==> src/sv/led_progress_bar_renderer_assert.svh <==
// Assertion shorthands used by the RTL file that carries checks.
`ifndef LED_PROGRESS_BAR_RENDERER_ASSERT_SVH
`define LED_PROGRESS_BAR_RENDERER_ASSERT_SVH

// Checked only while out of reset.
`define LPBR_ASSERT(lbl, prop, msg) \
  lbl: assert property (@(posedge clk_i) disable iff (!rst_ni) prop) \
    else $error(msg);

// Checked at every edge, reset included.
`define LPBR_ASSERT_RST(lbl, prop, msg) \
  lbl: assert property (@(posedge clk_i) prop) else $error(msg);

`endif

==> src/sv/lpbr_pkg.sv <==
`default_nettype none

package lpbr_pkg;

  localparam int unsigned MaxLeds    = 16;
  localparam int unsigned CountW     = 5;
  localparam int unsigned IdxW       = 4;
  localparam int unsigned TimeW      = 32;
  localparam int unsigned ProgW      = 10;
  localparam int unsigned Thousand   = 1000;
  localparam logic [ProgW-1:0] ProgFull = ProgW'(Thousand);
  localparam int unsigned NumW       = 14;
  localparam int unsigned FracW      = 10;
  localparam int unsigned ProdW      = 18;
  localparam int unsigned RecipW     = 13;
  localparam logic [RecipW-1:0] RecipK = 13'd4194;
  localparam int unsigned RecipShift = 22;
  localparam int unsigned DivBitsPerStage = 2;
  localparam int unsigned DivStages  = ProgW / DivBitsPerStage;
  localparam int unsigned NumThemes  = 3;
  localparam int unsigned NumKinds   = 3;

  localparam int unsigned CfgIdxW  = 4;
  localparam int unsigned CfgDataW = 8;
  localparam logic [CfgIdxW-1:0] CfgPaletteSelect = 4'd0;
  localparam logic [CfgIdxW-1:0] CfgLedCount      = 4'd1;

  typedef enum logic [1:0] {
    KindFocus     = 2'd0,
    KindBreak     = 2'd1,
    KindCelebrate = 2'd2
  } color_kind_e;

  typedef struct packed {
    logic [7:0] r;
    logic [7:0] g;
    logic [7:0] b;
  } rgb_t;

  // Three colors per theme: focus, break, celebrate.
  localparam logic [23:0] ThemeRgb [NumThemes*NumKinds] = '{
    24'hFF5B45, 24'h2DD4BF, 24'hFF9650,
    24'hFF4757, 24'h2ED573, 24'hFFE066,
    24'hC8783C, 24'h8A7D6B, 24'hF0C878
  };

  // The theme index must already be folded into the valid range.
  function automatic rgb_t theme_color(logic [1:0] pal, color_kind_e kind);
    logic [3:0] idx;
    idx = 4'(pal) * 4'(NumKinds) + 4'(kind);
    return rgb_t'(ThemeRgb[idx]);
  endfunction

  typedef struct packed {
    logic              idle;
    logic              alarm;
    logic              brk;
    logic              paused;
    logic              zero_tot;
    logic              over;
    logic [CountW-1:0] n;
    logic [1:0]        pal;
    logic [TimeW-1:0]  divisor;
    logic [TimeW-1:0]  part;
    logic [ProgW-1:0]  low;
    logic [ProgW-1:0]  quo;
  } div_t;

  typedef struct packed {
    logic [CountW-1:0] n;
    logic [CountW-1:0] full;
    logic              lead;
    rgb_t              lit;
    rgb_t              dim;
  } frame_t;

endpackage

`default_nettype wire

==> src/sv/lpbr_div_stage.sv <==
`default_nettype none

module lpbr_div_stage import lpbr_pkg::*; (
  input  logic clk_i,
  input  logic rst_ni,
  input  logic adv_i,
  input  logic valid_i,
  input  div_t data_i,
  output logic valid_o,
  output div_t data_o
);

  div_t           data_d;
  div_t           data_q;
  logic           valid_q;
  logic [TimeW:0] trial;
  logic [TimeW:0] diff;

  // Restoring division, two quotient bits per stage. The partial remainder
  // stays below the divisor, so one compare and subtract settles each bit.
  always_comb begin
    data_d = data_i;
    trial  = '0;
    diff   = '0;
    for (int k = 0; k < DivBitsPerStage; k++) begin
      trial      = {data_d.part, data_d.low[ProgW-1]};
      data_d.low = data_d.low << 1;
      diff       = trial - {1'b0, data_d.divisor};
      if (trial >= {1'b0, data_d.divisor}) begin
        data_d.part = diff[TimeW-1:0];
        data_d.quo  = {data_d.quo[ProgW-2:0], 1'b1};
      end else begin
        data_d.part = trial[TimeW-1:0];
        data_d.quo  = {data_d.quo[ProgW-2:0], 1'b0};
      end
    end
  end

  always_ff @(posedge clk_i or negedge rst_ni) begin
    if (!rst_ni) begin
      valid_q <= 1'b0;
    end else if (adv_i) begin
      valid_q <= valid_i;
    end
  end

  always_ff @(posedge clk_i) begin
    if (adv_i) begin
      data_q <= data_d;
    end
  end

  assign valid_o = valid_q;
  assign data_o  = data_q;

endmodule

`default_nettype wire

==> src/sv/lpbr_emit.sv <==
`default_nettype none

module lpbr_emit import lpbr_pkg::*; (
  input  logic            clk_i,
  input  logic            rst_ni,
  input  logic            frame_valid_i,
  input  frame_t          frame_i,
  output logic            frame_take_o,
  output logic            out_valid_o,
  input  logic            out_ready_i,
  output logic [IdxW-1:0] led_index_o,
  output logic [7:0]      led_red_o,
  output logic [7:0]      led_green_o,
  output logic [7:0]      led_blue_o,
  output logic            last_led_o
);

  logic              busy_d, busy_q;
  frame_t            frame_q;
  logic [IdxW-1:0]   idx_d, idx_q;
  logic              out_valid_d, out_valid_q;
  logic [IdxW-1:0]   index_q;
  rgb_t              color_d, color_q;
  logic              last_q;
  logic              out_load;
  logic              cur_last;
  logic [CountW-1:0] pos;

  assign pos      = CountW'(idx_q);
  assign out_load = busy_q && (!out_valid_q || out_ready_i);
  assign cur_last = (pos == frame_q.n - CountW'(1));

  // The next frame is taken in the cycle its predecessor's last LED moves
  // into the output register, so frames follow without a gap.
  assign frame_take_o = !busy_q || (out_load && cur_last);

  always_comb begin
    busy_d      = busy_q;
    idx_d       = idx_q;
    out_valid_d = out_valid_q;
    if (out_load) begin
      out_valid_d = 1'b1;
      idx_d       = idx_q + IdxW'(1);
    end else if (out_ready_i) begin
      out_valid_d = 1'b0;
    end
    if (frame_take_o) begin
      busy_d = frame_valid_i;
      idx_d  = '0;
    end
  end

  always_comb begin
    color_d = '0;
    if (pos < frame_q.full) begin
      color_d = frame_q.lit;
    end else if (pos == frame_q.full && frame_q.lead) begin
      color_d = frame_q.dim;
    end
  end

  always_ff @(posedge clk_i or negedge rst_ni) begin
    if (!rst_ni) begin
      busy_q      <= 1'b0;
      idx_q       <= '0;
      out_valid_q <= 1'b0;
    end else begin
      busy_q      <= busy_d;
      idx_q       <= idx_d;
      out_valid_q <= out_valid_d;
    end
  end

  always_ff @(posedge clk_i) begin
    if (frame_take_o) begin
      frame_q <= frame_i;
    end
    if (out_load) begin
      index_q <= idx_q;
      color_q <= color_d;
      last_q  <= cur_last;
    end
  end

  assign out_valid_o = out_valid_q;
  assign led_index_o = index_q;
  assign led_red_o   = color_q.r;
  assign led_green_o = color_q.g;
  assign led_blue_o  = color_q.b;
  assign last_led_o  = last_q;

endmodule

`default_nettype wire

==> src/sv/led_progress_bar_renderer.sv <==
// Path: the first LED of a snapshot reaches the output register after the
// snapshot passes the 13 pipeline stages and the emitter's frame register.
// Throughput: one LED per cycle while out_ready_i is high; the 13-stage pipeline
// takes a new snapshot every cycle while the emitter does not stall its tail.
// Reset: asynchronous and active low; palette 0, 16 LEDs, pipeline empty.
`default_nettype none
`include "led_progress_bar_renderer_assert.svh"

module led_progress_bar_renderer import lpbr_pkg::*; (
  input  logic                clk_i,
  input  logic                rst_ni,
  input  logic                cfg_valid_i,
  output logic                cfg_ready_o,
  input  logic [CfgIdxW-1:0]  cfg_index_i,
  input  logic [CfgDataW-1:0] cfg_data_i,
  input  logic                in_valid_i,
  output logic                in_ready_o,
  input  logic                is_idle_i,
  input  logic                alarm_on_i,
  input  logic                break_active_i,
  input  logic                is_paused_i,
  input  logic [TimeW-1:0]    session_total_ms_i,
  input  logic [TimeW-1:0]    session_remaining_ms_i,
  output logic                out_valid_o,
  input  logic                out_ready_i,
  output logic [IdxW-1:0]     led_index_o,
  output logic [7:0]          led_red_o,
  output logic [7:0]          led_green_o,
  output logic [7:0]          led_blue_o,
  output logic                last_led_o
);

  typedef struct packed {
    logic              idle;
    logic              alarm;
    logic [CountW-1:0] n;
    logic [NumW-1:0]   num;
    logic [CountW-1:0] est;
    logic [CountW-1:0] full;
    logic [FracW-1:0]  frac;
    rgb_t              lit;
    logic [ProdW-1:0]  pr;
    logic [ProdW-1:0]  pg;
    logic [ProdW-1:0]  pb;
    rgb_t              dim;
  } tail_t;

  // Estimate of p / 1000 that is low by at most one.
  function automatic logic [7:0] div1000_est(logic [ProdW-1:0] p);
    logic [ProdW+RecipW-1:0] prod;
    prod = (ProdW+RecipW)'(p) * (ProdW+RecipW)'(RecipK);
    return prod[RecipShift +: 8];
  endfunction

  function automatic logic [7:0] div1000_fix(logic [ProdW-1:0] p, logic [7:0] e);
    logic [ProdW-1:0] rest;
    rest = p - ProdW'(e) * ProdW'(Thousand);
    return (rest >= ProdW'(Thousand)) ? e + 8'd1 : e;
  endfunction

  // Configuration registers.
  logic [1:0]        palette_d, palette_q;
  logic [CountW-1:0] count_d, count_q;

  assign cfg_ready_o = 1'b1;

  always_comb begin
    palette_d = palette_q;
    count_d   = count_q;
    if (cfg_valid_i) begin
      unique case (cfg_index_i)
        CfgPaletteSelect: palette_d = cfg_data_i[1:0];
        CfgLedCount:      count_d   = cfg_data_i[CountW-1:0];
        default: ;
      endcase
    end
  end

  always_ff @(posedge clk_i or negedge rst_ni) begin
    if (!rst_ni) begin
      palette_q <= '0;
      count_q   <= CountW'(MaxLeds);
    end else begin
      palette_q <= palette_d;
      count_q   <= count_d;
    end
  end

  // Global stall: the whole pipeline moves when its tail can hand over.
  logic   adv;
  logic   frame_take;
  logic   v0_q, v1_q, v7_q, v8_q, v9_q, v10_q, v11_q, v12_q;
  div_t   s0_d, s0_q, s1_d, s1_q;
  div_t   dv  [DivStages+1];
  logic   dvv [DivStages+1];
  tail_t  t7_d, t7_q, t8_d, t8_q, t9_d, t9_q;
  tail_t  t10_d, t10_q, t11_d, t11_q, t12_d, t12_q;
  frame_t frame;

  assign adv        = !v12_q || frame_take;
  assign in_ready_o = adv;

  logic [CountW-1:0] n_sat;
  logic              v0_d;

  assign n_sat = (count_q > CountW'(MaxLeds)) ? CountW'(MaxLeds) : count_q;
  // A strip without LEDs yields nothing, so the snapshot is dropped here.
  assign v0_d  = in_valid_i && (n_sat != '0);

  always_comb begin
    s0_d          = '0;
    s0_d.idle     = is_idle_i;
    s0_d.alarm    = alarm_on_i;
    s0_d.brk      = break_active_i;
    s0_d.paused   = is_paused_i;
    s0_d.zero_tot = (session_total_ms_i == '0);
    s0_d.over     = (session_remaining_ms_i > session_total_ms_i);
    s0_d.n        = n_sat;
    s0_d.pal      = (palette_q >= 2'(NumThemes)) ? 2'd0 : palette_q;
    s0_d.divisor  = session_total_ms_i;
    s0_d.part     = session_total_ms_i - session_remaining_ms_i;
  end

  // Elapsed time times 1000, split into the divider's starting remainder and
  // the numerator bits still to be shifted in.
  logic [TimeW+ProgW-1:0] scaled;

  always_comb begin
    scaled    = (TimeW+ProgW)'(s0_q.part) * (TimeW+ProgW)'(ProgFull);
    s1_d      = s0_q;
    s1_d.part = scaled[TimeW+ProgW-1:ProgW];
    s1_d.low  = scaled[ProgW-1:0];
    s1_d.quo  = '0;
  end

  assign dv[0]  = s1_q;
  assign dvv[0] = v1_q;

  for (genvar g = 0; g < DivStages; g++) begin : g_div
    lpbr_div_stage u_div (
      .clk_i   (clk_i),
      .rst_ni  (rst_ni),
      .adv_i   (adv),
      .valid_i (dvv[g]),
      .data_i  (dv[g]),
      .valid_o (dvv[g+1]),
      .data_o  (dv[g+1])
    );
  end

  div_t             dq;
  logic [ProgW-1:0] prog;
  color_kind_e      kind;
  rgb_t             base;

  assign dq = dv[DivStages];

  always_comb begin
    prog = dq.quo;
    if (dq.zero_tot) begin
      prog = '0;
    end else if (dq.over) begin
      prog = ProgFull;
    end
    kind = dq.brk ? KindBreak : KindFocus;
    if (dq.alarm) begin
      kind = KindCelebrate;
    end
    base = theme_color(dq.pal, kind);
    t7_d       = '0;
    t7_d.idle  = dq.idle;
    t7_d.alarm = dq.alarm;
    t7_d.n     = dq.n;
    t7_d.num   = NumW'(prog) * NumW'(dq.n);
    t7_d.lit   = base;
    if (dq.paused && !dq.alarm) begin
      t7_d.lit.r = base.r >> 1;
      t7_d.lit.g = base.g >> 1;
      t7_d.lit.b = base.b >> 1;
    end
  end

  logic [NumW+RecipW-1:0] est_prod;

  always_comb begin
    est_prod = (NumW+RecipW)'(t7_q.num) * (NumW+RecipW)'(RecipK);
    t8_d     = t7_q;
    t8_d.est = est_prod[RecipShift +: CountW];
  end

  logic [NumW-1:0] rest;

  // Whole LEDs and the leading LED's fraction; idle and alarm override.
  always_comb begin
    rest = t8_q.num - NumW'(t8_q.est) * NumW'(Thousand);
    t9_d = t8_q;
    if (rest >= NumW'(Thousand)) begin
      t9_d.full = t8_q.est + CountW'(1);
      t9_d.frac = FracW'(rest - NumW'(Thousand));
    end else begin
      t9_d.full = t8_q.est;
      t9_d.frac = rest[FracW-1:0];
    end
    if (t9_d.full >= t8_q.n) begin
      t9_d.full = t8_q.n;
      t9_d.frac = '0;
    end
    if (t8_q.idle) begin
      t9_d.full = '0;
      t9_d.frac = '0;
    end else if (t8_q.alarm) begin
      t9_d.full = t8_q.n;
      t9_d.frac = '0;
    end
  end

  always_comb begin
    t10_d    = t9_q;
    t10_d.pr = ProdW'(t9_q.lit.r) * ProdW'(t9_q.frac);
    t10_d.pg = ProdW'(t9_q.lit.g) * ProdW'(t9_q.frac);
    t10_d.pb = ProdW'(t9_q.lit.b) * ProdW'(t9_q.frac);
  end

  always_comb begin
    t11_d       = t10_q;
    t11_d.dim.r = div1000_est(t10_q.pr);
    t11_d.dim.g = div1000_est(t10_q.pg);
    t11_d.dim.b = div1000_est(t10_q.pb);
  end

  always_comb begin
    t12_d       = t11_q;
    t12_d.dim.r = div1000_fix(t11_q.pr, t11_q.dim.r);
    t12_d.dim.g = div1000_fix(t11_q.pg, t11_q.dim.g);
    t12_d.dim.b = div1000_fix(t11_q.pb, t11_q.dim.b);
  end

  always_ff @(posedge clk_i or negedge rst_ni) begin
    if (!rst_ni) begin
      v0_q  <= 1'b0;
      v1_q  <= 1'b0;
      v7_q  <= 1'b0;
      v8_q  <= 1'b0;
      v9_q  <= 1'b0;
      v10_q <= 1'b0;
      v11_q <= 1'b0;
      v12_q <= 1'b0;
    end else if (adv) begin
      v0_q  <= v0_d;
      v1_q  <= v0_q;
      v7_q  <= dvv[DivStages];
      v8_q  <= v7_q;
      v9_q  <= v8_q;
      v10_q <= v9_q;
      v11_q <= v10_q;
      v12_q <= v11_q;
    end
  end

  always_ff @(posedge clk_i) begin
    if (adv) begin
      s0_q  <= s0_d;
      s1_q  <= s1_d;
      t7_q  <= t7_d;
      t8_q  <= t8_d;
      t9_q  <= t9_d;
      t10_q <= t10_d;
      t11_q <= t11_d;
      t12_q <= t12_d;
    end
  end

  assign frame.n    = t12_q.n;
  assign frame.full = t12_q.full;
  assign frame.lead = (t12_q.frac != '0);
  assign frame.lit  = t12_q.lit;
  assign frame.dim  = t12_q.dim;

  lpbr_emit u_emit (
    .clk_i         (clk_i),
    .rst_ni        (rst_ni),
    .frame_valid_i (v12_q),
    .frame_i       (frame),
    .frame_take_o  (frame_take),
    .out_valid_o   (out_valid_o),
    .out_ready_i   (out_ready_i),
    .led_index_o   (led_index_o),
    .led_red_o     (led_red_o),
    .led_green_o   (led_green_o),
    .led_blue_o    (led_blue_o),
    .last_led_o    (last_led_o)
  );

  logic [7:0] pipe_valid;

  assign pipe_valid = {v0_q, v1_q, v7_q, v8_q, v9_q, v10_q, v11_q, v12_q};

  `LPBR_ASSERT(a_stall_holds, !in_ready_o |=> $stable(pipe_valid),
    "pipeline moved while stalled")
  `LPBR_ASSERT(a_led_order,
    out_valid_o && out_ready_i && !last_led_o |=>
      out_valid_o && led_index_o == $past(led_index_o) + 4'd1,
    "LED sequence broken inside a frame")
  `LPBR_ASSERT(a_frame_start,
    out_valid_o && out_ready_i && last_led_o |=> !out_valid_o || led_index_o == '0,
    "frame does not start at LED zero")
  // The flops are cleared asynchronously by reset; the check uses the non-overlapping implication.
  `LPBR_ASSERT_RST(a_reset_quiet, !rst_ni |=> !out_valid_o && !v12_q,
    "output or pipeline valid during reset")

endmodule

`default_nettype wire
==> config.mk <==
export PLATFORM = sky130hd
export DESIGN_NAME = led_progress_bar_renderer
export DESIGN_NICKNAME = d
export VERILOG_FILES = /design/src/sv/lpbr_pkg.sv /design/src/sv/lpbr_div_stage.sv /design/src/sv/lpbr_emit.sv /design/src/sv/led_progress_bar_renderer.sv
export VERILOG_INCLUDE_DIRS = /design/src /design/src/sv
export SDC_FILE = /design/constraint.sdc
export NUM_CORES = 2
export LEC_CHECK = 0
export BUFFER_PORTS_ARGS = -buffer_cell sky130_fd_sc_hd__buf_4
export CORE_MARGIN = 4
export CORE_UTILIZATION = 59
export DETAILED_ROUTE_END_ITERATION = 8
export PLACE_DENSITY = 0.84
export SLEW_MARGIN = 20
export SYNTH_ARGS = -nofsm -noshare
export SYNTH_HDL_FRONTEND = slang
export SYNTH_HIERARCHICAL = 1
export SYNTH_SLANG_ARGS = --single-unit
export TNS_END_PERCENT = 10
==> constraint.sdc <==
create_clock -name clk_i -period 37.8 [get_ports clk_i]
set_input_delay 5.67 -clock clk_i [delete_from_list [all_inputs] [get_ports clk_i]]
set_output_delay 5.67 -clock clk_i [all_outputs]
set_load 0.01 [all_outputs]
==> out/results.tsv <==
metric	value	unit
setup_viol	0	
drt_iter0_drc	3798	
rsz0062_at_grt	no	
initial_utilization	59.66	%
worstPathArrival	7.80	ns
fmax	74.23	MHz
dp_hpwl	139.2	mm
grt_max_degree	158	
cts_sinks	1064	
port_buffers	112	
grt_pass1_vias	59072	
path_clk_slew	0.07	ns
grt_remaining_overflow	0	
fin_area	91740	sq um
row_count	138	
cts_root_buf	clkbuf_16	
maxCapViolCount	0	
relSlewSlack	27.35	%
fill_cells	10569	
r2r-end	t10_d[106]$_SDFFCE_PP0P_	
core	142300	sq um
cp_max_fo	99	
holdCritStartpoint	t11_q[108]$_DFFE_PP_	
netlist_instances	7715	
ys_warn_count	6	
cts_tree	yes	
wl_per_cell	18.38	um
endpoint_kind	output port	
numCtsBuffers	113	
synth_area	84880	sq um
avgSynthCellArea	11.00	sq um
ant_nets	0	
post_cts_resize_count	0	
crit_required	32.13	ns
dieArea	150000	sq um
viasPerCell	5.894	
diodes	0	
wl	180.6	mm
hold_path_class	reg2reg	
die_height	387.3	um
hold_viol	0	
via_count	57922	
h-tree-depth	3	
gp_routability_congestion	0.9292	
whs_path_depth	0	
die_w	387.3	um
tns	0	ns
clockBufferDepth	3	
dpl-instance-area	87680	sq um
cp_slowest_stage_delay	0.66	ns
ff2ff_path_depth	26	
pin_count	117	
grt_pass1_wl	296.3	mm
final_layout_size_suffix_gt1_share	7.949	%
cp_slowest_cell	buf_4	
post_cts_buffers	0	
ctsHoldBuffers	0	
worst_pin_slew	1.090	ns
crit_top_cell	buf_4	
critPathLaunchType	input pin	
fin_skew	0.07960	ns
slew_viol_final	0	
grt_util_all_layers	23.86	%
final.period_utilization	35.64	%
r2r-start	t8_q[119]$_DFFE_PP_	
hold_path_end	t12_q[108]$_DFFE_PP_	
drc	0	
antenna_found_initial	0	
crit_path_cell_trace	buf_4 -> nor2b_1 -> o21ai_4 -> buf_4 -> nor2b_1 -> buf_4 -> inv_8 -> buf_4	
critical_path_class	in2out	
area_growth_syn_to_layout	8.078	%
outcome	finished clean	
r2r_slack	30.17	ns
dr.pass1.iters	6	
clk-insertion-delay-late	0.78	ns
nNetsFinal	9502	
period_needed	13.47	ns
==> per-layer routing <==
layer  vias up  track usage, %  wire length [um]
li1      27796               -                 -
met1     28187           31.26             77670
met2      1527           40.88             87730
met3       412           2.450              8017
met4         0           9.488              7198
met5         -               0                 0
==> area by class of cell <==
type,count,area (sq um),area share (%)
tap,1890,2365,2.578
clock inverter,86,1106,1.206
inverter,1036,3906,4.258
multi-input combinational,5482,48520,52.88
timing repair buffer,144,1129,1.230
sequential,1064,31820,34.69
clock buffer,126,2897,3.157
==> critical path: cells and delay by family <==
kind | cells | cell delay, ns
buf+inv | 5 | 1.67
compound gates | 1 | 0.15
simple gates | 2 | 0.26
==> worst max path at each step <==
stage               slack, ns  depth (start not counted)         end        start
CTS                     24.24                          8  in_ready_o  out_ready_i
global placement        24.33                          8  in_ready_o  out_ready_i
detailed placement      24.31                          8  in_ready_o  out_ready_i
floorplan                6.03                          5  in_ready_o  out_ready_i
global route            24.15                          8  in_ready_o  out_ready_i
finish                  24.33                          8  in_ready_o  out_ready_i
==> cell usage in the layout, fill, tap and decap left out, types with 17 or more instances in the layout <==
cell type,instances
a21o_1,178
o21bai_1,53
nor3_1,135
nor2b_1,62
o21ai_1,36
a211oi_1,60
bufinv_16,17
dfrtp_1,25
or3_1,21
ha_1,1115
o211ai_1,29
clkbuf_16,113
clkinv_2,20
nand2_1,385
or2_2,29
nand2b_1,52
edfxtp_1,1038
a21oi_1,498
inv_1,1030
mux2i_1,32
and2_1,169
and3_1,71
nand4_1,61
o21ai_0,241
nand3b_1,18
a211o_1,20
fa_1,461
nand3_1,156
nor2_1,390
mux2_4,53
xor2_1,112
o31ai_1,43
nor4_1,34
a21boi_0,37
buf_4,140
a31oi_1,69
o21a_1,81
xnor2_1,330
mux2_2,136
==> flip-flops by register name, summed over array words and instances, names as in the netlist, 5 cells and up <==
register	cells
s0_q	77
u_emit/led_green_o	8
t8_q	50
u_emit/led_blue_o	8
dv	84
frame	58
u_emit/frame_q	59
t10_d	44
t12_q	10
t10_q	98
count_q	5
g_div.u_div/valid_o	5
g_div.u_div/data_o	371
t7_q	45
u_emit/led_red_o	8
t11_q	113
==> per-stage QoR <==
step,hold slack [ns],utilization (%),cells,setup WS (ns)
5_1_grt,0.3419,64.48,9828,24.15
2_1_floorplan,0.4003,-,7717,6.032
6_report,0.3508,64.48,9828,24.33
3_3_place_gp,0.4004,61.63,9613,24.33
4_1_cts,0.3354,64.44,9825,24.24
3_5_place_dp,0.4045,61.63,9613,24.31
Power is not shown: default switching activity piles up to over one toggle a cycle in this logic, so the estimate is an artifact.
